[config.mk]
export PLATFORM = sky130hd
export DESIGN_NAME = bfdh_hash
export DESIGN_NICKNAME = d
export VERILOG_FILES = /design/src/rtl/bloom_filter_double_hash_macros.svh /design/src/rtl/bfdh_pkg.sv /design/src/rtl/bfdh_mul64.sv /design/src/rtl/bfdh_hash.sv
export SDC_FILE = /design/constraint.sdc
export NUM_CORES = 2
export LEC_CHECK = 0
export ABC_AREA = 1
export BUFFER_PORTS_ARGS = -buffer_cell sky130_fd_sc_hd__buf_2
export CAP_MARGIN = 25
export CORE_MARGIN = 2
export CORE_UTILIZATION = 51
export DETAILED_ROUTE_END_ITERATION = 8
export PLACE_DENSITY = 0.7
export SETUP_SLACK_MARGIN = 0.2
export SKIP_CTS_REPAIR_TIMING = 1
export SLEW_MARGIN = 10
export SYNTH_ARGS = -nofsm -noshare
export SYNTH_HDL_FRONTEND = slang
export SYNTH_SLANG_ARGS = --single-unit
[constraint.sdc]
create_clock -name clk_i -period 8.1 [get_ports clk_i]
set_clock_uncertainty 0.2 [all_clocks]
set_input_delay 2.025 -clock clk_i [delete_from_list [all_inputs] [get_ports clk_i]]
set_output_delay 2.025 -clock clk_i [all_outputs]
set_load 0.005 [all_outputs]
[src/rtl/bloom_filter_double_hash_macros.svh]
// ----------------------------------------------------------------------------
// Bloom filter assertion macros
// Shared assertion helpers, compiled out when ASSERT_OFF is set.
// ----------------------------------------------------------------------------
`ifndef BLOOM_FILTER_DOUBLE_HASH_MACROS_SVH
`define BLOOM_FILTER_DOUBLE_HASH_MACROS_SVH
`ifndef ASSERT_OFF
`define BFDH_ASSERT(lbl, prop, msg) \
  lbl: assert property (@(posedge clk_i) disable iff (!rst_ni) (prop)) else $error(msg);
`define BFDH_ASSERT_NEXT(lbl, pre, post, msg) \
  lbl: assert property (@(posedge clk_i) disable iff (!rst_ni) (pre) |=> (post)) \
    else $error(msg);
`else
`define BFDH_ASSERT(lbl, prop, msg)
`define BFDH_ASSERT_NEXT(lbl, pre, post, msg)
`endif
`endif

[src/rtl/bfdh_pkg.sv]
// ----------------------------------------------------------------------------
// bfdh_pkg
// Request codes, hash constants and the hash request type.
// ----------------------------------------------------------------------------
package bfdh_pkg;

  localparam logic [1:0] REQ_INSERT = 2'd0;
  localparam logic [1:0] REQ_QUERY  = 2'd1;
  localparam logic [1:0] REQ_CLEAR  = 2'd2;

  localparam logic [63:0] LEN_MUL  = 64'h9e3779b97f4a7c15;
  localparam logic [63:0] MIX_A    = 64'h87c37b91114253d5;
  localparam logic [63:0] MIX_B    = 64'h4cf5ad432745937f;
  localparam logic [63:0] STEP_ADD = 64'h0000000052dce729;
  localparam logic [63:0] SEED_ONE = 64'h5a4f9a3b1c6d8e2f;
  localparam logic [63:0] SEED_TWO = 64'hc8d3e1f4a5b6c7d8;

  typedef struct packed {
    logic [63:0] word;
    logic [15:0] len;
    logic        last;
    logic        new_key;
  } hash_req_t;

endpackage

[src/rtl/bfdh_mul64.sv]
// ----------------------------------------------------------------------------
// bfdh_mul64
// 64x64 multiply, low 64 bits, from three 32x32 partial products.
// ----------------------------------------------------------------------------
module bfdh_mul64 (
  input  logic        clk_i,
  input  logic        rst_ni,
  input  logic        start_i,
  input  logic [63:0] a_i,
  input  logic [63:0] b_i,
  output logic        done_o,
  output logic [63:0] p_o
);

  logic [63:0] a_q, b_q, acc_q;
  logic [1:0]  step_q;
  logic        busy_q, done_q;
  logic [31:0] op_x, op_y;
  logic [63:0] prod;

  assign op_x = (step_q == 2'd2) ? a_q[63:32] : a_q[31:0];
  assign op_y = (step_q == 2'd1) ? b_q[63:32] : b_q[31:0];
  assign prod = 64'(op_x) * 64'(op_y);

  always_ff @(posedge clk_i or negedge rst_ni) begin
    if (!rst_ni) begin
      busy_q <= 1'b0;
      done_q <= 1'b0;
      step_q <= 2'd0;
    end else begin
      done_q <= 1'b0;
      if (start_i) begin
        busy_q <= 1'b1;
        step_q <= 2'd0;
      end else if (busy_q) begin
        step_q <= step_q + 2'd1;
        if (step_q == 2'd2) begin
          busy_q <= 1'b0;
          done_q <= 1'b1;
        end
      end
    end
  end

  always_ff @(posedge clk_i) begin
    if (start_i) begin
      a_q <= a_i;
      b_q <= b_i;
    end else if (busy_q) begin
      if (step_q == 2'd0) begin
        acc_q <= prod;
      end else begin
        acc_q <= acc_q + {prod[31:0], 32'h0};
      end
    end
  end

  assign done_o = done_q;
  assign p_o    = acc_q;

endmodule

[src/rtl/bfdh_hash.sv]
// ----------------------------------------------------------------------------
// bfdh_hash
// Sequencer for the two key hashes; all multiplies share one bfdh_mul64.
// ----------------------------------------------------------------------------
module bfdh_hash import bfdh_pkg::*; (
  input  logic        clk_i,
  input  logic        rst_ni,
  input  logic        start_i,
  input  hash_req_t   req_i,
  output logic        done_o,
  output logic [63:0] h1_o,
  output logic [63:0] h2_o
);

  typedef enum logic [2:0] {
    H_IDLE, H_INIT, H_PRE, H_SCR1, H_SCR2, H_FSTART, H_FIN1, H_FIN2
  } hstate_e;

  hstate_e     state_q;
  hash_req_t   req_q;
  logic [63:0] h1_q, h2_q;
  logic        done_q;
  logic        mul_start_q;
  logic [63:0] mul_a_q, mul_b_q;
  logic        mul_done;
  logic [63:0] mul_p;
  logic        is_tail, is_skip;
  logic [63:0] key_val, scr_val;

  function automatic logic [63:0] absorb(input logic [63:0] h, input logic [63:0] s);
    logic [63:0] r, rot;
    r   = h ^ s;
    rot = {r[36:0], r[63:37]};
    return (rot << 2) + rot + STEP_ADD;
  endfunction

  function automatic logic [63:0] pre_fin(input logic [63:0] h);
    return h ^ (h >> 37);
  endfunction

  assign is_tail = req_q.last && (req_q.len[2:0] != 3'd0);
  assign is_skip = req_q.last && (req_q.len == 16'd0);
  assign key_val = is_tail ? (req_q.word & ~({64{1'b1}} << {req_q.len[2:0], 3'b000}))
                           : req_q.word;
  assign scr_val = mul_p ^ (mul_p >> 31);

  bfdh_mul64 u_mul (
    .clk_i   (clk_i),
    .rst_ni  (rst_ni),
    .start_i (mul_start_q),
    .a_i     (mul_a_q),
    .b_i     (mul_b_q),
    .done_o  (mul_done),
    .p_o     (mul_p)
  );

  always_ff @(posedge clk_i or negedge rst_ni) begin
    if (!rst_ni) begin
      state_q     <= H_IDLE;
      done_q      <= 1'b0;
      mul_start_q <= 1'b0;
      h1_q        <= '0;
      h2_q        <= '0;
      mul_a_q     <= '0;
      mul_b_q     <= '0;
      req_q       <= '0;
    end else begin
      done_q      <= 1'b0;
      mul_start_q <= 1'b0;
      unique case (state_q)
        H_IDLE: begin
          if (start_i) begin
            req_q <= req_i;
            if (req_i.new_key) begin
              mul_start_q <= 1'b1;
              mul_a_q     <= {48'h0, req_i.len};
              mul_b_q     <= LEN_MUL;
              state_q     <= H_INIT;
            end else begin
              state_q <= H_PRE;
            end
          end
        end
        H_INIT: begin
          if (mul_done) begin
            h1_q    <= SEED_ONE ^ mul_p;
            h2_q    <= SEED_TWO ^ mul_p;
            state_q <= H_PRE;
          end
        end
        H_PRE: begin
          if (is_skip) begin
            state_q <= H_FSTART;
          end else begin
            mul_start_q <= 1'b1;
            mul_a_q     <= key_val;
            mul_b_q     <= MIX_A;
            state_q     <= H_SCR1;
          end
        end
        H_SCR1: begin
          if (mul_done) begin
            mul_start_q <= 1'b1;
            mul_a_q     <= scr_val;
            mul_b_q     <= MIX_B;
            state_q     <= H_SCR2;
          end
        end
        H_SCR2: begin
          if (mul_done) begin
            if (is_tail) begin
              h1_q <= h1_q ^ mul_p;
              h2_q <= h2_q ^ mul_p;
            end else begin
              h1_q <= absorb(h1_q, mul_p);
              h2_q <= absorb(h2_q, mul_p);
            end
            state_q <= H_FSTART;
          end
        end
        H_FSTART: begin
          if (req_q.last) begin
            mul_start_q <= 1'b1;
            mul_a_q     <= pre_fin(h1_q);
            mul_b_q     <= STEP_ADD;
            state_q     <= H_FIN1;
          end else begin
            done_q  <= 1'b1;
            state_q <= H_IDLE;
          end
        end
        H_FIN1: begin
          if (mul_done) begin
            h1_q        <= mul_p ^ (mul_p >> 32);
            mul_start_q <= 1'b1;
            mul_a_q     <= pre_fin(h2_q);
            mul_b_q     <= STEP_ADD;
            state_q     <= H_FIN2;
          end
        end
        H_FIN2: begin
          if (mul_done) begin
            h2_q    <= mul_p ^ (mul_p >> 32);
            done_q  <= 1'b1;
            state_q <= H_IDLE;
          end
        end
        default: state_q <= H_IDLE;
      endcase
    end
  end

  assign done_o = done_q;
  assign h1_o   = h1_q;
  assign h2_o   = h2_q;

endmodule

## Word level (Yosys, flattened, before mapping)

Cells that the tools add are included.

- Multiplexer cells: 53
- Reduce and logical (&&, ||, !) cells: 17
- Add/subtract/negate cells: 6
- Shift operators: 1
- Equality and inequality tests: 18
- Multipliers: 1
- Bitwise gates (word level): 11

Operator list:

| kind | number |
|---|---|
| two-way mux 64 bit | 21 |
| case mux 64 bit (5 select lines) | 2 |
| case mux 64 bit (3 select lines) | 2 |
| adder 64 bit | 3 |
| adder 64 x 31 -> 64 bit, second input constant | 2 |
| XOR 64 x 27 -> 64 bit | 2 |
| XOR 64 bit | 2 |
| NOT 35 bit | 2 |
| AND 64 bit | 1 |
| multiplier 32 x 32 -> 64 bit | 1 |
| two-way mux 32 bit | 2 |
| NOT 64 bit | 1 |
| left shift 64 x 6 -> 64 bit, first input constant | 1 |
| XOR 64 x 32 -> 64 bit | 1 |
| XOR 64 x 33 -> 64 bit | 1 |
| two-way mux 3 bit | 8 |
| case mux 3 bit (8 select lines) | 1 |
| zero test 16 bit | 1 |
| == test 3 bit, second input constant | 4 |
| two-way mux 1 bit | 12 |
| inequality test 2 x 1 -> 1 bit, second input constant | 5 |
| nonzero test 3 bit | 3 |
| inequality test 2 bit, second input constant | 4 |
| AND reduction 4 bit | 2 |
| other kinds (18) | 23 |

- Flip-flop bits (word level): 538
- Word-level logic and storage cells: 123
- Bits of input ports: 85

## Logic depth before layout (Yosys ltp)

- Depth in word-level cells: 6
- Depth in mapped cells: 46
- Depth with buffers taken out: 44

## By module

Synthesis repeated with hierarchy kept, for this count alone.

- Cells, all modules: 10240
- Area, all modules: 73849.6 um^2

Modules (own cells, without submodules):

| module | cells each | area an instance (um^2) | times used |
|---|---|---|---|
| bfdh_mul64 | 4975 | 42462.0 | 1 |
| bfdh_hash | 5265 | 31387.6 | 1 |

## Worst setup path after synthesis

Ideal clock, no wire load.

- Path kind: register to register
- Start point: register u_mul.step_q[0]
- End point: register u_mul.acc_q[61], in the netlist u_mul.p_o[61], data pin
- Setup time: 256 ps
- Path slack: -639 ps
- Cell stages (with the launch flop): 43
- Path buffers: 3
- Clock period less this slack: 8739 ps
- Required time: 7644 ps
- Arrival: 8283 ps
- Path through: dfrtp_1 > inv_1 > ha_1 > clkbuf_1 > clkbuf_1 > nand2_1 > o21ai_1 > inv_1 > clkbuf_1 > nor2_1 > fa_1 > fa_1 > fa_1 > inv_1 > fa_1 > inv_1 > fa_1 > inv_1 > (+7 left out) > inv_1 > nor2_1 > nand2_1 > nand2_1 > nand2_1 > nand2_1 > xor2_1 > inv_1 > ha_1 > nand2_1 > inv_1 > nand2_1 > nor3_1 > nand3_1 > nand2_1 > a21oi_1 > o21ai_0 > nand2_1

- Word-level cells in the longest chain between the ends: 5
- Elaborated cells on any way between the ends: 8

RTL lines:

| item | line | text |
|---|---|---|
| from (decl) | bfdh_mul64.sv:16 | `logic [1:0] step_q;` |
| from (signal assigned) | bfdh_mul64.sv:36 | `step_q <= step_q + 2'd1;` |
| == test 2 bit / == test 2 x 1 -> 1 bit (equally long branches) | bfdh_mul64.sv:21, bfdh_mul64.sv:22 |  |
| two-way mux 32 bit (on tied branches) | bfdh_mul64.sv:21, bfdh_mul64.sv:22 |  |
| multiplier 32 x 32 -> 64 bit | bfdh_mul64.sv:23 | `assign prod = 64'(op_x) * 64'(op_y);` |
| adder 64 bit | bfdh_mul64.sv:53 | `acc_q <= acc_q + {prod[31:0], 32'h0};` |
| two-way mux 64 bit * | bfdh_mul64.sv:50 | `if (step_q == 2'd0) begin` |
| to (signal assigned) | bfdh_mul64.sv:51 | `acc_q <= prod;` |
| to (signal assigned) | bfdh_mul64.sv:53 |  |
| to (decl) | bfdh_mul64.sv:15 | `logic [63:0] a_q, b_q, acc_q;` |

Every way passes the cells marked *; elsewhere a longest branch is shown, timed or not.
A chain may end at the register's enable or synchronous reset.

## Final worst setup path

- Start point: register u_mul.step_q[0]
- End point: register u_mul.acc_q[60], in the netlist u_mul.p_o[60], data pin

Same word-level chain as after synthesis.

==> flow_summary.ini <==
[run_status]
status = complete, but fails checks
violations = design-rule violations, negative setup slack

[job]
cap_violations = 0

[timing]
tns_ns = -17.22
tightest_slew_ns = 1.307
fin_crit_ns = 8.925
relSlewSlack_pct = 12.89
max_freq_mhz = 112.0
hold_viol = 0
fin_crit_sh_pct = 110.2
rsz0062_at_grt = true
setup_viol = 35
setup_ws_ns = -0.8251
final_max_slew_viol_count = 0

[placement]
portBuffers = 213
gp_congestion = 1.137
detailed_place_hpwl_um = 294600

[drt]
ant_nets = 0
drt_first_iter_violations = 9670
vias = 75520
routedWlPerCell_um = 27.81
first_pass_iters = 9
drc = 47
vias_per_cell = 5.831
wirelength_um = 360100

[global_routing]
grt_pass1_vias = 73550
grt_pass1_wl_um = 501500
antenna_found_initial = 19
grt-ovfl-total = 0
grtUsageTotal_pct = 49.17
grt_max_degree = 171

[worst_setup_path]
rr_startpoint = u_mul.step_q[0]$_DFFE_PN0P_
critPathMaxFanout = 15
cp_slowest_cell = fa_1
cp_num_buf_inv = 10
reg2reg_setup_slack_ns = -0.83
ff2ff_path_depth = 40
arrival_ns = 9.11
worstReg2RegEnd = u_mul.p_o[60]$_DFFE_PP_
worst_setup_path_start_kind = flip-flop
critical_path_class = reg -> reg
cp_top_family = adder cells
path_common_cell = fa_1
cp.required_ns = 8.28
end_kind = flip-flop
slowest_delay_ns = 0.62

[hold_path]
worstHoldStart = mul_a_q[37]$_DFFE_PN0P_
min_path_type = reg -> reg
hold_depth = 0
holdPathEnd = u_mul.a_q[37]$_DFFE_PP_

[floorplanning]
num_io_pins = 214
die_w_um = 378.7
die_area_sq_um = 143400
start_util_pct = 51.38
rows = 137
die_h_um = 378.7
coreArea_sq_um = 139400

[synthesis]
yosysTopAreaCell = fa_1
synthTopCellsByCount = nand2_1, inv_1, nor2_1
synth_area_leaders = fa_1, nand2_1, inv_1
synth-edff-count = 142
yosys_warnings = 0
synth_flop_cell = dfrtp_1
syn-mean-instance-area_sq_um = 7.093
ys_ff_latch = 438
synthesis.nets = 11620
yosysMostFrequentCell = nand2_1
synth.distinct_cells = 52
synth_top_cell_area_share_pct = 25.08
yosysSeqAreaShare_pct = 16.30
syn-instance-count = 10100
synthArstFlopShare_pct = 67.58
netlist_area_sq_um = 71600

[clock_tree]
tritoncts = done
clkSlewWorstSetupHoldPaths_ns = 0.08
h-tree-depth = 2
cts_max_path_buffers = 3
clk_latency_ns = 0.66
cts-root-buf = clkbuf_16
cts_buffers = 46
clkSinkCount = 438

[layout]
syn_to_final_growth_pct = 21.56
fin_util_pct = 62.46
drive_above_1_share_pct = 18.17
final_nets = 12550
## worst max-delay path by stage
stage | from | endpoint | cells after the start
finish | u_mul.step_q[0]$_DFFE_PN0P_ | u_mul.p_o[60]$_DFFE_PP_ | 40
floorplan | u_mul.step_q[0]$_DFFE_PN0P_ | u_mul.p_o[63]$_DFFE_PP_ | 38
global placement | u_mul.step_q[1]$_DFFE_PN0P_ | u_mul.p_o[53]$_DFFE_PP_ | 35
global route | u_mul.step_q[0]$_DFFE_PN0P_ | u_mul.p_o[63]$_DFFE_PP_ | 40
CTS | u_mul.step_q[1]$_DFFE_PN0P_ | u_mul.p_o[60]$_DFFE_PP_ | 34
detailed placement | u_mul.step_q[1]$_DFFE_PN0P_ | u_mul.p_o[60]$_DFFE_PP_ | 34
## routing by layer
metal | GRT usage [%] | routed length, um | vias to the layer above
met5 | 4.734 | 892 | -
met2 | 72.98 | 151400 | 5313
met4 | 45.25 | 43590 | 32
met1 | 55.66 | 120500 | 35890
li1 | - | - | 32520
met3 | 16.11 | 43790 | 1759
## cells in the final DEF (no fill, tap or decap), types with 18 or more instances in the layout
| master | instances |
|---|---|
| clkbuf_16 | 51 |
| o211ai_1 | 38 |
| a22oi_1 | 19 |
| a21oi_2 | 49 |
| ha_4 | 57 |
| xor2_1 | 96 |
| buf_6 | 52 |
| nor2_2 | 77 |
| a211oi_1 | 40 |
| or2_2 | 40 |
| buf_2 | 212 |
| diode_2 | 19 |
| inv_2 | 92 |
| a221oi_1 | 21 |
| nand2_1 | 2676 |
| nor3_1 | 43 |
| nand2_2 | 81 |
| fa_1 | 845 |
| nor2_1 | 898 |
| a21oi_4 | 19 |
| xnor2_1 | 139 |
| inv_1 | 2051 |
| o21bai_1 | 24 |
| nor2_4 | 61 |
| edfxtp_1 | 142 |
| nand3_1 | 411 |
| o21ai_0 | 191 |
| nand4_1 | 42 |
| buf_12 | 48 |
| o21ai_4 | 18 |
| buf_4 | 922 |
| a21oi_1 | 354 |
| o21ai_1 | 48 |
| fa_2 | 52 |
| o21ai_2 | 36 |
| dfrtp_1 | 295 |
| ha_1 | 486 |
| nand2_4 | 25 |
| o22ai_1 | 57 |
## worst register-to-register path, delay by kind of cell (launching register included)
family | cells | cell delay, ns
compound gates | 2 | 0.26
flops | 1 | 0.41
fa+ha+maj | 11 | 4.67
xor+xnor | 1 | 0.20
simple gates | 16 | 1.86
buf+inv | 10 | 1.08
## area by class of cell
class | count | area [sq um]
clock buffers | 62 | 1303
flip-flops and latches | 438 | 11670
well taps | 1876 | 2347
diodes | 19 | 47.55
inverters | 2165 | 8185
repair buffers | 1247 | 9782
multi-input cells | 7123 | 53390
fillers | 12480 | 52320
repair inverters | 1 | 7.507
clock inverters | 20 | 297.8
## kinds of logic after synthesis
| family | share of synthesized area [%] |
|---|---|
| adders and majority gates | 34.60 |
| and+or+nand+nor | 24.41 |
| buffers and inverters | 13.35 |
| DFF | 16.30 |
| xor gates and xnor gates | 3.034 |
| AOI/OAI and AO/OA | 8.301 |
## registers in the layout (all words and copies together) (netlist names), 2 cells and up
name / count
req_q: 81
h1_o: 64
h2_o: 64
mul_a_q: 64
u_mul.a_q: 64
u_mul.p_o: 64
mul_b_q: 14
u_mul.b_q: 14
state_q: 3
u_mul.step_q: 2
## per-stage QoR
stage	cell area (sq um)	worst slack, ns	hold slack (ns)	instances
after global routing	86990	-1.132	0.2605	12930
after CTS	83100	-1.203	0.2493	12810
after detailed placement	81500	-1.127	0.2331	12730
after floorplan	72400	-0.03695	0.2174	10100
after global placement	81490	-0.9715	0.2301	12730
final	87040	-0.8251	0.2484	12950
Power is left out: the tool's default activity adds up to more than one toggle a clock period on the data nets, which glitch-free logic cannot reach.
