$ cat config.mk
export PLATFORM = sky130hd
export DESIGN_NAME = bfdh_mod
export DESIGN_NICKNAME = d
export VERILOG_FILES = /design/src/rtl/bloom_filter_double_hash_macros.svh /design/src/rtl/bfdh_mod.sv
export SDC_FILE = /design/constraint.sdc
export NUM_CORES = 1
export LEC_CHECK = 0
export ABC_AREA = 1
export BUFFER_PORTS_ARGS = -buffer_cell sky130_fd_sc_hd__buf_4
export CORE_ASPECT_RATIO = 1.25
export CORE_MARGIN = 3
export CORE_UTILIZATION = 40
export DETAILED_ROUTE_END_ITERATION = 6
export GPL_TIMING_DRIVEN = 0
export HOLD_SLACK_MARGIN = 0.05
export SKIP_LAST_GASP = 1
export SLEW_MARGIN = 30
export SYNTH_ARGS = -nofsm -noshare
export SYNTH_HDL_FRONTEND = slang
export SYNTH_SLANG_ARGS = --single-unit
export TNS_END_PERCENT = 1
$ cat constraint.sdc
create_clock -name clk_i -period 2.7 [get_ports clk_i]
set_input_delay 0.135 -clock clk_i [delete_from_list [all_inputs] [get_ports clk_i]]
set_output_delay 0.135 -clock clk_i [all_outputs]
set_load 0.02 [all_outputs]
$ cat src/rtl/bloom_filter_double_hash_macros.svh
// ----------------------------------------------------------------------------
// Bloom filter assertion macros
// Shared assertion helpers, compiled out when ASSERT_OFF is set.
// ----------------------------------------------------------------------------
`ifndef BLOOM_FILTER_DOUBLE_HASH_MACROS_SVH
`define BLOOM_FILTER_DOUBLE_HASH_MACROS_SVH
`ifndef ASSERT_OFF
`define BFDH_ASSERT(lbl, prop, msg) \
  lbl: assert property (@(posedge clk_i) disable iff (!rst_ni) (prop)) else $error(msg);
`define BFDH_ASSERT_NEXT(lbl, pre, post, msg) \
  lbl: assert property (@(posedge clk_i) disable iff (!rst_ni) (pre) |=> (post)) \
    else $error(msg);
`else
`define BFDH_ASSERT(lbl, prop, msg)
`define BFDH_ASSERT_NEXT(lbl, pre, post, msg)
`endif
`endif

$ cat src/rtl/bfdh_mod.sv
// ----------------------------------------------------------------------------
// bfdh_mod
// Restoring remainder of a 64-bit value by the filter size, one bit a cycle.
// ----------------------------------------------------------------------------
module bfdh_mod #(
  parameter int unsigned MW = 17
) (
  input  logic          clk_i,
  input  logic          rst_ni,
  input  logic          start_i,
  input  logic [63:0]   num_i,
  input  logic [MW-1:0] den_i,
  output logic          done_o,
  output logic [MW-1:0] rem_o
);

  logic [63:0]   num_q;
  logic [MW-1:0] den_q, rem_q;
  logic [5:0]    cnt_q;
  logic          busy_q, done_q;
  logic [MW:0]   trial, diff;

  assign trial = {rem_q, num_q[63]};
  assign diff  = (trial >= {1'b0, den_q}) ? trial - {1'b0, den_q} : trial;

  always_ff @(posedge clk_i or negedge rst_ni) begin
    if (!rst_ni) begin
      busy_q <= 1'b0;
      done_q <= 1'b0;
      cnt_q  <= 6'd0;
    end else begin
      done_q <= 1'b0;
      if (start_i) begin
        busy_q <= 1'b1;
        cnt_q  <= 6'd0;
      end else if (busy_q) begin
        cnt_q <= cnt_q + 6'd1;
        if (cnt_q == 6'd63) begin
          busy_q <= 1'b0;
          done_q <= 1'b1;
        end
      end
    end
  end

  always_ff @(posedge clk_i) begin
    if (start_i) begin
      num_q <= num_i;
      den_q <= den_i;
      rem_q <= '0;
    end else if (busy_q) begin
      num_q <= {num_q[62:0], 1'b0};
      rem_q <= diff[MW-1:0];
    end
  end

  assign done_o = done_q;
  assign rem_o  = rem_q;

endmodule

Word level (Yosys, flattened, before mapping)
Index checks and enable logic that the tools add are counted.

Multiplexer cells: 11. Eq/ne operators: 1. Add/subtract/negate cells: 2. $lt $le $gt $ge: 1. Reductions and logical operators: 1.

Operators with widths (count): $mux 64 (2); $ge 18x17->1 (1); $mux 17 (1); $sub 17x17->17 (1); $mux 6 (2); $add 6x1->6 const B (1); $eq 6x6->1 const B (1); $mux 1 (6); $reduce_bool 2->1 (1).

Output and inout bits: 18. Logic and storage cells: 22. Bits in registers: 106.

Logic depth before layout (Yosys ltp)
Gate-level depths: netlist (run 1).

Word-level depth: 4. Mapped depth: 14. Depth with buffers taken out: 14.

Least setup slack after synthesis (run 1)
No wires, ideal clock.

Path type: register to register. Start: reg busy_q. End: reg num_q[0], enable pin. Slack: 0.079 ns. Data arrival time: 1.843 ns. Period minus slack after synthesis: 2.621 ns. Stages on the path, launching flop included: 3. Buffers on the path: 0. Required time: 1.922 ns. Cell sequence: dfrtp_1 nor2_1 clkinv_1.

Cells in the longest elaborated chain, start to end: 1.

Ends and longest elaborated chain: from (decl) (RTL line bfdh_mod.sv:20) `logic busy_q, done_q;`; from (signal assigned) (RTL line bfdh_mod.sv:28) `busy_q <= 1'b0;`; from (signal assigned) (RTL line bfdh_mod.sv:34) `busy_q <= 1'b1;`; from (signal assigned) (RTL line bfdh_mod.sv:39) `busy_q <= 1'b0;`; $reduce_bool 2->1 (no source line); to (signal assigned) (RTL line bfdh_mod.sv:48) `num_q <= num_i;`; to (signal assigned) (RTL line bfdh_mod.sv:52) `num_q <= {num_q[62:0], 1'b0};`; to (decl) (RTL line bfdh_mod.sv:17) `logic [63:0] num_q;`.

Every way passes these cells. A chain may end at the register's enable or synchronous reset.

Final worst setup path (run 1)
Start: reg num_q[63]. End: reg rem_q[7] (netlist: rem_o[7]).

Cells in the longest elaborated chain, start to end: 2. Elaborated cells on any way between the ends: 3.

Ends and longest elaborated chain: $sub 17x17->17 or $ge 18x17->1 (tied branches) (RTL line bfdh_mod.sv:24) `assign diff = (trial >= {1'b0, den_q}) ? trial - {1'b0, den_q} : trial;`; $mux 17 (*) (RTL line bfdh_mod.sv:24); to (signal assigned) (RTL line bfdh_mod.sv:53) `rem_q <= diff[MW-1:0];`; to (decl) (RTL line bfdh_mod.sv:18) `logic [MW-1:0] den_q, rem_q;`.

Mark *: on every way between the ends. The rest lies on a longest branch, timed or not.

==> impl_metrics.json, run 1 <==
{
  "outcome": "complete, no violations",
  "fin_worst_skew_ns": 0.00662,
  "vias": 4802,
  "cpLargestDelayFamily": "simple AND/OR/NAND/NOR gates",
  "fillers": 1255,
  "place_inst": 954,
  "syn_area_um2": 5630,
  "cts_tree": "yes",
  "start_kind": "register",
  "post-synth-top-count-cell": "nand2_1",
  "timing.critical_path.mode_cell": "nand3_1",
  "core_um2": 13500,
  "grt_use_total": 0.174,
  "cts_made_buffers": 9,
  "setup.worst_path.start": "num_q[63]",
  "path_buf_inv": 3,
  "pwr_density_cell_nw_per_um2": 802,
  "grt_remaining_overflow": 0,
  "avgRoutedWirePerCell_um": 13.0,
  "num_rows": 47,
  "synth_cells": 682,
  "cts-root-buf": "clkbuf_16",
  "ant_nets": 0,
  "end_kind": "register",
  "synth_seq_cells": 106,
  "dpl.hpwl_um": 9610,
  "min_path_type": "in -> reg",
  "crit_chain": "inv_1 -> ha_1 -> inv_1 -> fa_1 -> nand3_1 -> nand3_2 -> nand2_4 -> buf_2 -> nand3_1 -> nand3_1 -> o21ai_1",
  "synthTopCellsByCount": "315 x nand2_1, 81 x edfxtp_1, 79 x inv_1",
  "synth_flop_cell": "edfxtp_1",
  "clkPwrFrac": 0.223,
  "timing.rr.start": "num_q[63]",
  "yosysTopAreaCellShare": 0.432,
  "grt_max_degree": 74,
  "antennaDiodeCount": 0,
  "ir_drop_uv": 487,
  "switching_share": 0.375,
  "post_cts_resized": 0,
  "worstSkewPairLatency_ns": 0.35,
  "max_stage_delay_ns": 0.46,
  "viasPerCell": 4.75,
  "h-tree-depth": 3,
  "die_x_um": 112,
  "rsz0062_at_grt": "false",
  "gp_congestion": 0.936,
  "setup_viol": 0,
  "synthArstFlopShare": 0.0755,
  "synth_edf_count": 81,
  "crit_required_ns": 2.93,
  "crit_type": "reg -> reg",
  "die_y_um": 139,
  "drt_iter0_drc": 256,
  "finalCritPeriodShare": 0.828,
  "io_pins": 102,
  "grt_pass1_wl_um": 22200,
  "syn_area_per_cell_um2": 8.25,
  "antenna_found_initial": 0,
  "power.switching_w": 0.00219,
  "p_seq_frac": 0.367,
  "p_leak_nw": 3.71,
  "worstHoldStart": "num_i[4]",
  "final_nets": 938,
  "synthDistinctLibCells": 35,
  "register_area_um2": 2970,
  "post_cts_buffers": 0,
  "clockBufferDepth": 2,
  "preCtsSetupSlack_ns": 0.480,
  "r2r_cells": 11,
  "yosys.area.top_type": "edfxtp_1",
  "cp.arrival_ns": 2.46,
  "p_int_w": 0.00366,
  "syn2layout_area_growth_pct": 29.8,
  "synth_warnings": 0,
  "synth.yosys.seq_area_share": 0.528,
  "cp_max_fo": 10,
  "start_util": 0.416,
  "drcViolationCount": 0,
  "cap_violations": 0,
  "final_cell_count_no_fill": 1011,
  "p_comb_frac": 0.410,
  "path_clk_slew_ns": 0.07,
  "wirelength_um": 13200,
  "syn_nets": 785,
  "critPathSlowestCell": "fa_1",
  "worstHoldPathCells": 3,
  "slew_headroom": 0.533,
  "grt_pass1_vias": 4935,
  "cp_num_cells": 11,
  "drive_gt1_frac": 0.176,
  "portBuffers": 101,
  "fmaxAchievable_ghz": 0.447,
  "multi_input_area_um2": 2250,
  "synthTopCellsByArea": "edfxtp_1 43%, nand2_1 21%, dfxtp_1 6.0%, inv_1 5.3%, ha_1 4.0%",
  "die_area_um2": 15500,
  "drv_slew": 0,
  "fin_ws_ns": 0.465,
  "min_period_ns": 2.24,
  "hold_viol": 0,
  "first_pass_iters": 5,
  "clock_sinks": 106,
  "worstMarginPinSlew_ns": 0.697,
  "total_power_w": 0.00585
}
## cell type report
class / count / area share
Clock inverter: 4 / 0.00445
Timing Repair Buffer: 142 / 0.160
Buffer: 19 / 0.0125
Sequential cell: 106 / 0.407
Multi-Input combinational cell: 473 / 0.308
Inverter: 84 / 0.0439
Clock buffer: 12 / 0.0351
Tap cell: 171 / 0.0293
## power groups by stage
stage / Sequential (W) / Clock (W) / Combinational [W]
CTS: 0.00215 / 0.00133 / 0.00240
detailed placement: 0.00219 / 0 / 0.00234
finish: 0.00215 / 0.00131 / 0.00240
global placement: 0.00218 / 0 / 0.00233
global route: 0.00218 / 0.00137 / 0.00273
floorplan: 0.00228 / 0 / 0.00158
## cell usage in the layout (no fill, tap or decap), types with 3 or more instances in the layout
cell type	synthesis	routed
a21oi_1	11	11
buf_1	3	3
buf_2	3	3
buf_4	0	101
clkbuf_1	12	13
clkbuf_16	0	9
dfrtp_1	8	8
dfxtp_1	17	17
dlygate4sd3_1	0	41
edfxtp_1	81	81
ha_1	18	18
inv_1	79	79
inv_2	3	3
nand2_1	315	315
nand2_2	7	7
nand3_1	41	41
nand3_2	9	9
nand3b_1	8	8
nand4_1	4	4
nor2_1	25	25
o21ai_0	10	10
xnor2_1	5	5
## flip-flops by register name (all words and copies together) (netlist names)
register,count
den_q,17
done_o,1
rem_o,17
num_q,64
cnt_q,6
busy_q,1
## routing by layer
layer,vias up,track usage,part of all wire
met2,127,0.301,0.49
met3,25,0.0275,0.045
met4,0,0.0759,0.028
li1,2464,-,-
met5,-,0,0
met1,2186,0.213,0.43
## worst min-delay path, stage by stage
cell	delay [ns]
buf_4	0.08
nand2_1	0.04
nand2_1	0.05
## through the flow
stage	hold WS (ns)	util	instance area, um^2	TNS [ns]
5_1_grt	0.0533	0.540	7300	0
3_3_place_gp	-0.0408	0.488	6600	-49.50
4_1_cts	0.0503	0.540	7300	0
6_report	0.0566	0.540	7300	0
3_5_place_dp	-0.0371	0.488	6600	0
2_1_floorplan	-0.161	-	5630	0
## logic make-up after synthesis
logic type / count (synthesis) / share of synthesized area
compound gates: 25 / 0.0233
buf+inv: 103 / 0.0723
fa+ha+maj: 19 / 0.0436
simple gates: 422 / 0.322
xor+xnor: 7 / 0.0109
flops: 106 / 0.528
## repair_timing
action / 4_1_cts / 5_1_grt
hold buffers: 41 / 0
endpoints found under the setup margin: 0 / 0
hold endpoints to repair: 48 / 0
## path summary, 6_finish.rpt
kind | endpoint | slack, ns
worst max-delay path | rem_o[7] | 0.46
worst min-delay path | num_q[4] | 0.06
worst max register to register | rem_o[7] | 0.46
worst min register to register | rem_o[12] | 0.49
max in group asynchronous | cnt_q[1] | 2.44
min in group asynchronous | cnt_q[5] | 0.13
(Power assumes the default switching activity.)
==> run 2: changes to the inputs <==
- ABC_AREA: 1 -> 0
- clock period: 2.7 -> 2.1 ns (I/O delays scaled with it)
==> impl_metrics.json, run 2 <==
{
  "outcome": "complete, but fails checks",
  "violations": "setup timing",
  "synthDistinctLibCells": 58,
  "largest_register_ff_count": 64,
  "worstSkewPairLatency_ns": 0.35,
  "final_cell_mix": "104 x buf_4, 81 x edfxtp_1, 67 x dlygate4sd3_1, 63 x mux2_2, 32 x nor2_1",
  "cap_violations": 0,
  "syn_area_um2": 5250,
  "critPathSlowestCell": "edfxtp_1",
  "min_period_ns": 2.60,
  "min_path_type": "in -> reg",
  "drive_gt1_frac": 0.360,
  "antenna_found_initial": 0,
  "max_stage_delay_ns": 0.39,
  "power.switching_w": 0.00230,
  "p_leak_nw": 3.07,
  "worstHoldPathCells": 2,
  "switching_share": 0.320,
  "top_register": "num_q",
  "start_kind": "register",
  "vias": 3823,
  "synthArstFlopShare": 0.0755,
  "clock_sinks": 106,
  "use_met1": 0.209,
  "grt-busiest-layer": "met2",
  "cts_made_buffers": 9,
  "dpl.hpwl_um": 8410,
  "total_power_w": 0.00721,
  "clockBufferDepth": 2,
  "syn_area_per_cell_um2": 13.1,
  "synth_edf_count": 81,
  "r2r_cells": 13,
  "worstMarginPinSlew_ns": 0.796,
  "drv_slew": 0,
  "crit_chain": "inv_1 -> ha_1 -> inv_1 -> fa_2 -> a21o_1 -> a221oi_4 -> o221ai_2 -> a21oi_2 -> buf_6 -> buf_12 -> nand3b_1 -> o21ai_0 -> nor3_1",
  "finalCritPeriodShare": 1.24,
  "drt_iter0_drc": 119,
  "fin_ws_ns": -0.501,
  "rsz0062_at_grt": "true",
  "die_x_um": 108,
  "final_common_cell": "buf_4",
  "slew_headroom": 0.469,
  "setup_viol": 78,
  "syn2layout_area_growth_pct": 39.7,
  "core_um2": 12800,
  "p_comb_frac": 0.356,
  "synth_seq_cells": 106,
  "cp.arrival_ns": 2.81,
  "num_rows": 46,
  "h-tree-depth": 3,
  "fin_worst_skew_ns": 0.00594,
  "crit_required_ns": 2.30,
  "synthTopCellsByCount": "81 x edfxtp_1, 63 x mux2_2, 32 x nor2_1",
  "avgRoutedWirePerCell_um": 16.2,
  "final_nets": 689,
  "p_int_w": 0.00491,
  "synth_warnings": 0,
  "ant_nets": 0,
  "die_y_um": 134,
  "fmaxAchievable_ghz": 0.384,
  "cts-root-buf": "clkbuf_16",
  "portBuffers": 101,
  "synth_flop_cell": "edfxtp_1",
  "ir_drop_uv": 607,
  "start_util": 0.411,
  "grt_pass1_vias": 4090,
  "antennaDiodeCount": 0,
  "yosysTopAreaCellShare": 0.464,
  "timing.critical_path.mode_cell": "inv_1",
  "grt_use_total": 0.180,
  "synth.yosys.seq_area_share": 0.567,
  "cts_tree": "yes",
  "gp_congestion": 0.868,
  "synthTopCellsByArea": "edfxtp_1 46%, mux2_2 14%, dfxtp_1 6.5%, ha_1 4.3%, dfrtp_1 3.8%",
  "hold_viol": 0,
  "end_kind": "register",
  "fillers": 1103,
  "yosys.area.top_type": "edfxtp_1",
  "wirelength_um": 12300,
  "grt_pass1_wl_um": 20200,
  "p_seq_frac": 0.382,
  "pwr_density_cell_nw_per_um2": 984,
  "clkPwrFrac": 0.262,
  "use_met3": 0.0400,
  "r2r_slack_ns": -0.50,
  "post-synth-top-count-cell": "edfxtp_1",
  "first_pass_iters": 4,
  "synth_cells": 401,
  "met2_usage": 0.311,
  "hold-worst-slack_ns": 0.0576,
  "drcViolationCount": 0,
  "syn_nets": 504,
  "io_pins": 102,
  "path_clk_slew_ns": 0.08,
  "grt_remaining_overflow": 0,
  "viasPerCell": 5.04,
  "die_area_um2": 14500,
  "grt_max_degree": 29,
  "cp_max_fo": 8,
  "crit_type": "reg -> reg"
}
## run 2: changes by cell type after synthesis, sizes merged, moves of 4 or more
cell | previous run | this run
xor2 | 2 | 7
nand3b | 8 | 1
nor2 | 28 | 32
nand3 | 50 | 1
nor3 | 3 | 9
nand2b | 0 | 7
inv | 82 | 21
mux2i | 0 | 6
a211oi | 0 | 11
mux2 | 0 | 63
nand2 | 324 | 16
a21oi | 11 | 24
## run 2: what timing repair did
action / in CTS / in global routing
pin swaps: 5 / 3
setup buffers: 3 / 0
hold buffers: 67 / 0
endpoints found under the hold margin: 74 / 0
cloned: 1 / 0
resized for setup: 2 / 3
setup endpoints to repair: 81 / 81
## run 2: kinds of logic after synthesis
logic type	share of synthesized area
simple gates	0.0818
xor+xnor	0.0234
buf+inv	0.0331
mux	0.147
fa+ha+maj	0.0467
flops	0.567
compound gates	0.102
## run 2: layout make-up
cell class	instances	area (um^2)	share of cell area
Buffer	17	95.1	0.0130
Sequential cell	106	2970	0.406
Multi-Input combinational cell	257	2130	0.291
Tap cell	168	210	0.0287
Timing Repair Buffer	174	1510	0.206
Clock buffer	9	225	0.0307
Clock inverter	7	106	0.0145
Inverter	21	82.6	0.0113
## run 2: layer usage
layer,wire [um],part of all wire
met1,4920,0.40
met5,0,0
met4,248,0.020
met2,6420,0.52
met3,716,0.058
## run 2: worst max-delay path: cells and delay by family (launching register included)
| family | cells | cell delay (ns) |
|---|---|---|
| compound gates | 5 | 0.99 |
| simple gates | 2 | 0.14 |
| fa+ha+maj | 2 | 0.49 |
| flops | 1 | 0.39 |
| buf+inv | 4 | 0.43 |
## run 2: worst paths after layout
kind                                start        end
min in group asynchronous          rst_ni     done_o
worst min register to register   rem_o[7]   rem_o[7]
max in group asynchronous          rst_ni   cnt_q[2]
worst max register to register  num_q[63]   rem_o[8]
worst max-delay path            num_q[63]   rem_o[8]
worst min-delay path            num_i[18]  num_q[18]
## run 2: stage by stage
stage | util | area, um^2 | setup slack [ns] | cells | TNS, ns
2_1_floorplan | - | 5250 | -0.269 | 401 | -13.92
3_3_place_gp | 0.487 | 6220 | -1.16 | 670 | -81.66
3_5_place_dp | 0.491 | 6270 | -0.529 | 672 | -35.86
4_1_cts | 0.573 | 7320 | -0.461 | 759 | -17.92
5_1_grt | 0.574 | 7330 | -0.631 | 759 | -27.23
6_report | 0.574 | 7330 | -0.501 | 759 | -17.38
## run 2: power groups by stage
stage / Combinational (W) / Sequential, W / Clock [W]
2_1_floorplan: 0.00156 / 0.00289 / 0
3_3_place_gp: 0.00231 / 0.00280 / 0
3_5_place_dp: 0.00234 / 0.00281 / 0
4_1_cts: 0.00256 / 0.00276 / 0.00193
5_1_grt: 0.00281 / 0.00280 / 0.00201
6_report: 0.00257 / 0.00276 / 0.00189
==> run 3: changes to the inputs <==
- TNS_END_PERCENT: 1 -> default
==> impl_metrics.json, run 3 (synthesis gave the netlist of run 2 again) <==
{
  "drive_gt1_frac": 0.399,
  "min_period_ns": 2.59,
  "antenna_found_initial": 0,
  "grt_pass1_vias": 4217,
  "fin_worst_skew_ns": 0.00833,
  "rsz0062_at_grt": "true",
  "slew_headroom": 0.477,
  "h-tree-depth": 3,
  "crit_type": "reg -> reg",
  "setup_viol": 17,
  "dpl.hpwl_um": 8070,
  "fillers": 1051,
  "violations": "setup timing",
  "path_clk_slew_ns": 0.07,
  "drcViolationCount": 0,
  "die_area_um2": 14500,
  "top_register": "num_q",
  "cts_made_buffers": 9,
  "preCtsSetupSlack_ns": -0.542,
  "gp_congestion": 0.890,
  "finalCritPeriodShare": 1.23,
  "antennaDiodeCount": 0,
  "final_common_cell": "buf_4",
  "worstSkewPairLatency_ns": 0.35,
  "final_nets": 710,
  "first_pass_iters": 4,
  "end_kind": "register",
  "hold_viol": 0,
  "ir_drop_uv": 427,
  "clockBufferDepth": 2,
  "cp.arrival_ns": 2.81,
  "portBuffers": 101,
  "grt_remaining_overflow": 0,
  "io_pins": 102,
  "r2r_slack_ns": -0.49,
  "viasPerCell": 5.03,
  "crit_required_ns": 2.32,
  "drt_iter0_drc": 112,
  "outcome": "complete, but fails checks",
  "cp_max_fo": 4,
  "cp-endpoint": "rem_o[13]",
  "num_rows": 46,
  "start_util": 0.411,
  "vias": 3920,
  "setup.worst_path.start": "num_q[63]",
  "cap_violations": 0,
  "drv_slew": 0,
  "cts-root-buf": "clkbuf_16",
  "clock_sinks": 106,
  "grt_use_total": 0.180,
  "timing.rr.start": "num_q[63]",
  "syn2layout_area_growth_pct": 44.7,
  "core_um2": 12800,
  "die_x_um": 108,
  "cts_tree": "yes",
  "wirelength_um": 12200,
  "avgRoutedWirePerCell_um": 15.7,
  "worstReg2RegEnd": "rem_o[13]",
  "final_cell_mix": "112 x buf_4, 81 x edfxtp_1, 76 x dlygate4sd3_1, 63 x mux2_2, 28 x nor2_1",
  "grt_pass1_wl_um": 20400,
  "worstMarginPinSlew_ns": 0.784,
  "largest_register_ff_count": 64,
  "fin_ws_ns": -0.491,
  "r2r_cells": 12,
  "final_util": 0.594,
  "die_y_um": 134,
  "start_kind": "register",
  "p_leak_nw": 3.16,
  "min_path_type": "in -> reg",
  "grt_max_degree": 30,
  "pwr_density_cell_nw_per_um2": 988,
  "ant_nets": 0,
  "fmaxAchievable_ghz": 0.386
}
run 3: cell count changes in the layout (fill, tap and decap cells not counted), moves of 3 or more:
cell	delta
nor2_1	-4
dlygate4sd3_1	+9
buf_6	+3
a21oi_1	-3
nor2_4	+3
buf_4	+8
dfxtp_2	+4
dfxtp_1	-4
run 3: repair_timing:
item / in CTS / in global routing
hold endpoints to repair: 83 / 0
setup buffers: 12 / 3
setup endpoints to repair: 45 / 45
gates resized for setup: 27 / 9
pin swaps: 24 / 18
hold buffers: 76 / 0
gates cloned: 2 / 0
run 3: worst max-delay path, stage by stage (launching register included):
cell,delay [ns]
edfxtp_1,0.38
inv_1,0.07
ha_2,0.17
inv_2,0.04
fa_2,0.33
a21o_1,0.20
a221oi_4,0.28
o221ai_2,0.19
a21oi_4,0.23
buf_6,0.15
buf_8,0.13
o41a_1,0.21
nor3_2,0.06
run 3: worst min path at each step:
stage | from | endpoint | cells past startpoint
after floorplan | rst_ni | busy_q | 0
after global placement | rst_ni | done_o | 1
after detailed placement | rst_ni | done_o | 1
after CTS | num_i[4] | num_q[4] | 2
after global routing | num_i[51] | num_q[51] | 2
final | num_i[4] | num_q[4] | 2
run 3: where the power goes:
group / switching, W / internal, W / total (W)
combinational: 0.00149 / 0.00161 / 0.00310
clock: 0.000799 / 0.000821 / 0.00162
sequential: 0.000212 / 0.00257 / 0.00278
run 3: stage by stage:
stage / std cells / TNS, ns / hold slack, ns / area, um^2 / power [W]
after floorplan: 401 / -13.63 / -0.191 / 5270 / 0.00449
after global placement: 670 / -80.44 / -0.0716 / 6240 / 0.00515
after detailed placement: 672 / -32.54 / -0.0730 / 6280 / 0.00519
after CTS: 778 / -7.85 / 0.0503 / 7540 / 0.00747
after global routing: 780 / -9.38 / 0.0547 / 7590 / 0.00790
final: 780 / -7.45 / 0.0614 / 7590 / 0.00750
run 3: layout make-up:
cell class                      count  area (um^2)  share of cell area
Sequential cell                   106         2980               0.392
Multi-Input combinational cell    257         2230               0.293
Timing Repair Buffer              196         1730               0.228
Clock buffer                       10          229              0.0302
Tap cell                          168          210              0.0277
Buffer                             16         85.1              0.0112
Inverter                           21         82.6              0.0109
Clock inverter                      6         50.0             0.00659
run 3: metal layers:
layer,global-route usage,part of all wire,vias up
li1,-,-,1906
met1,0.212,0.41,1907
met2,0.323,0.53,88
met3,0.0395,0.041,19
met4,0.0554,0.018,0
met5,0,0,-
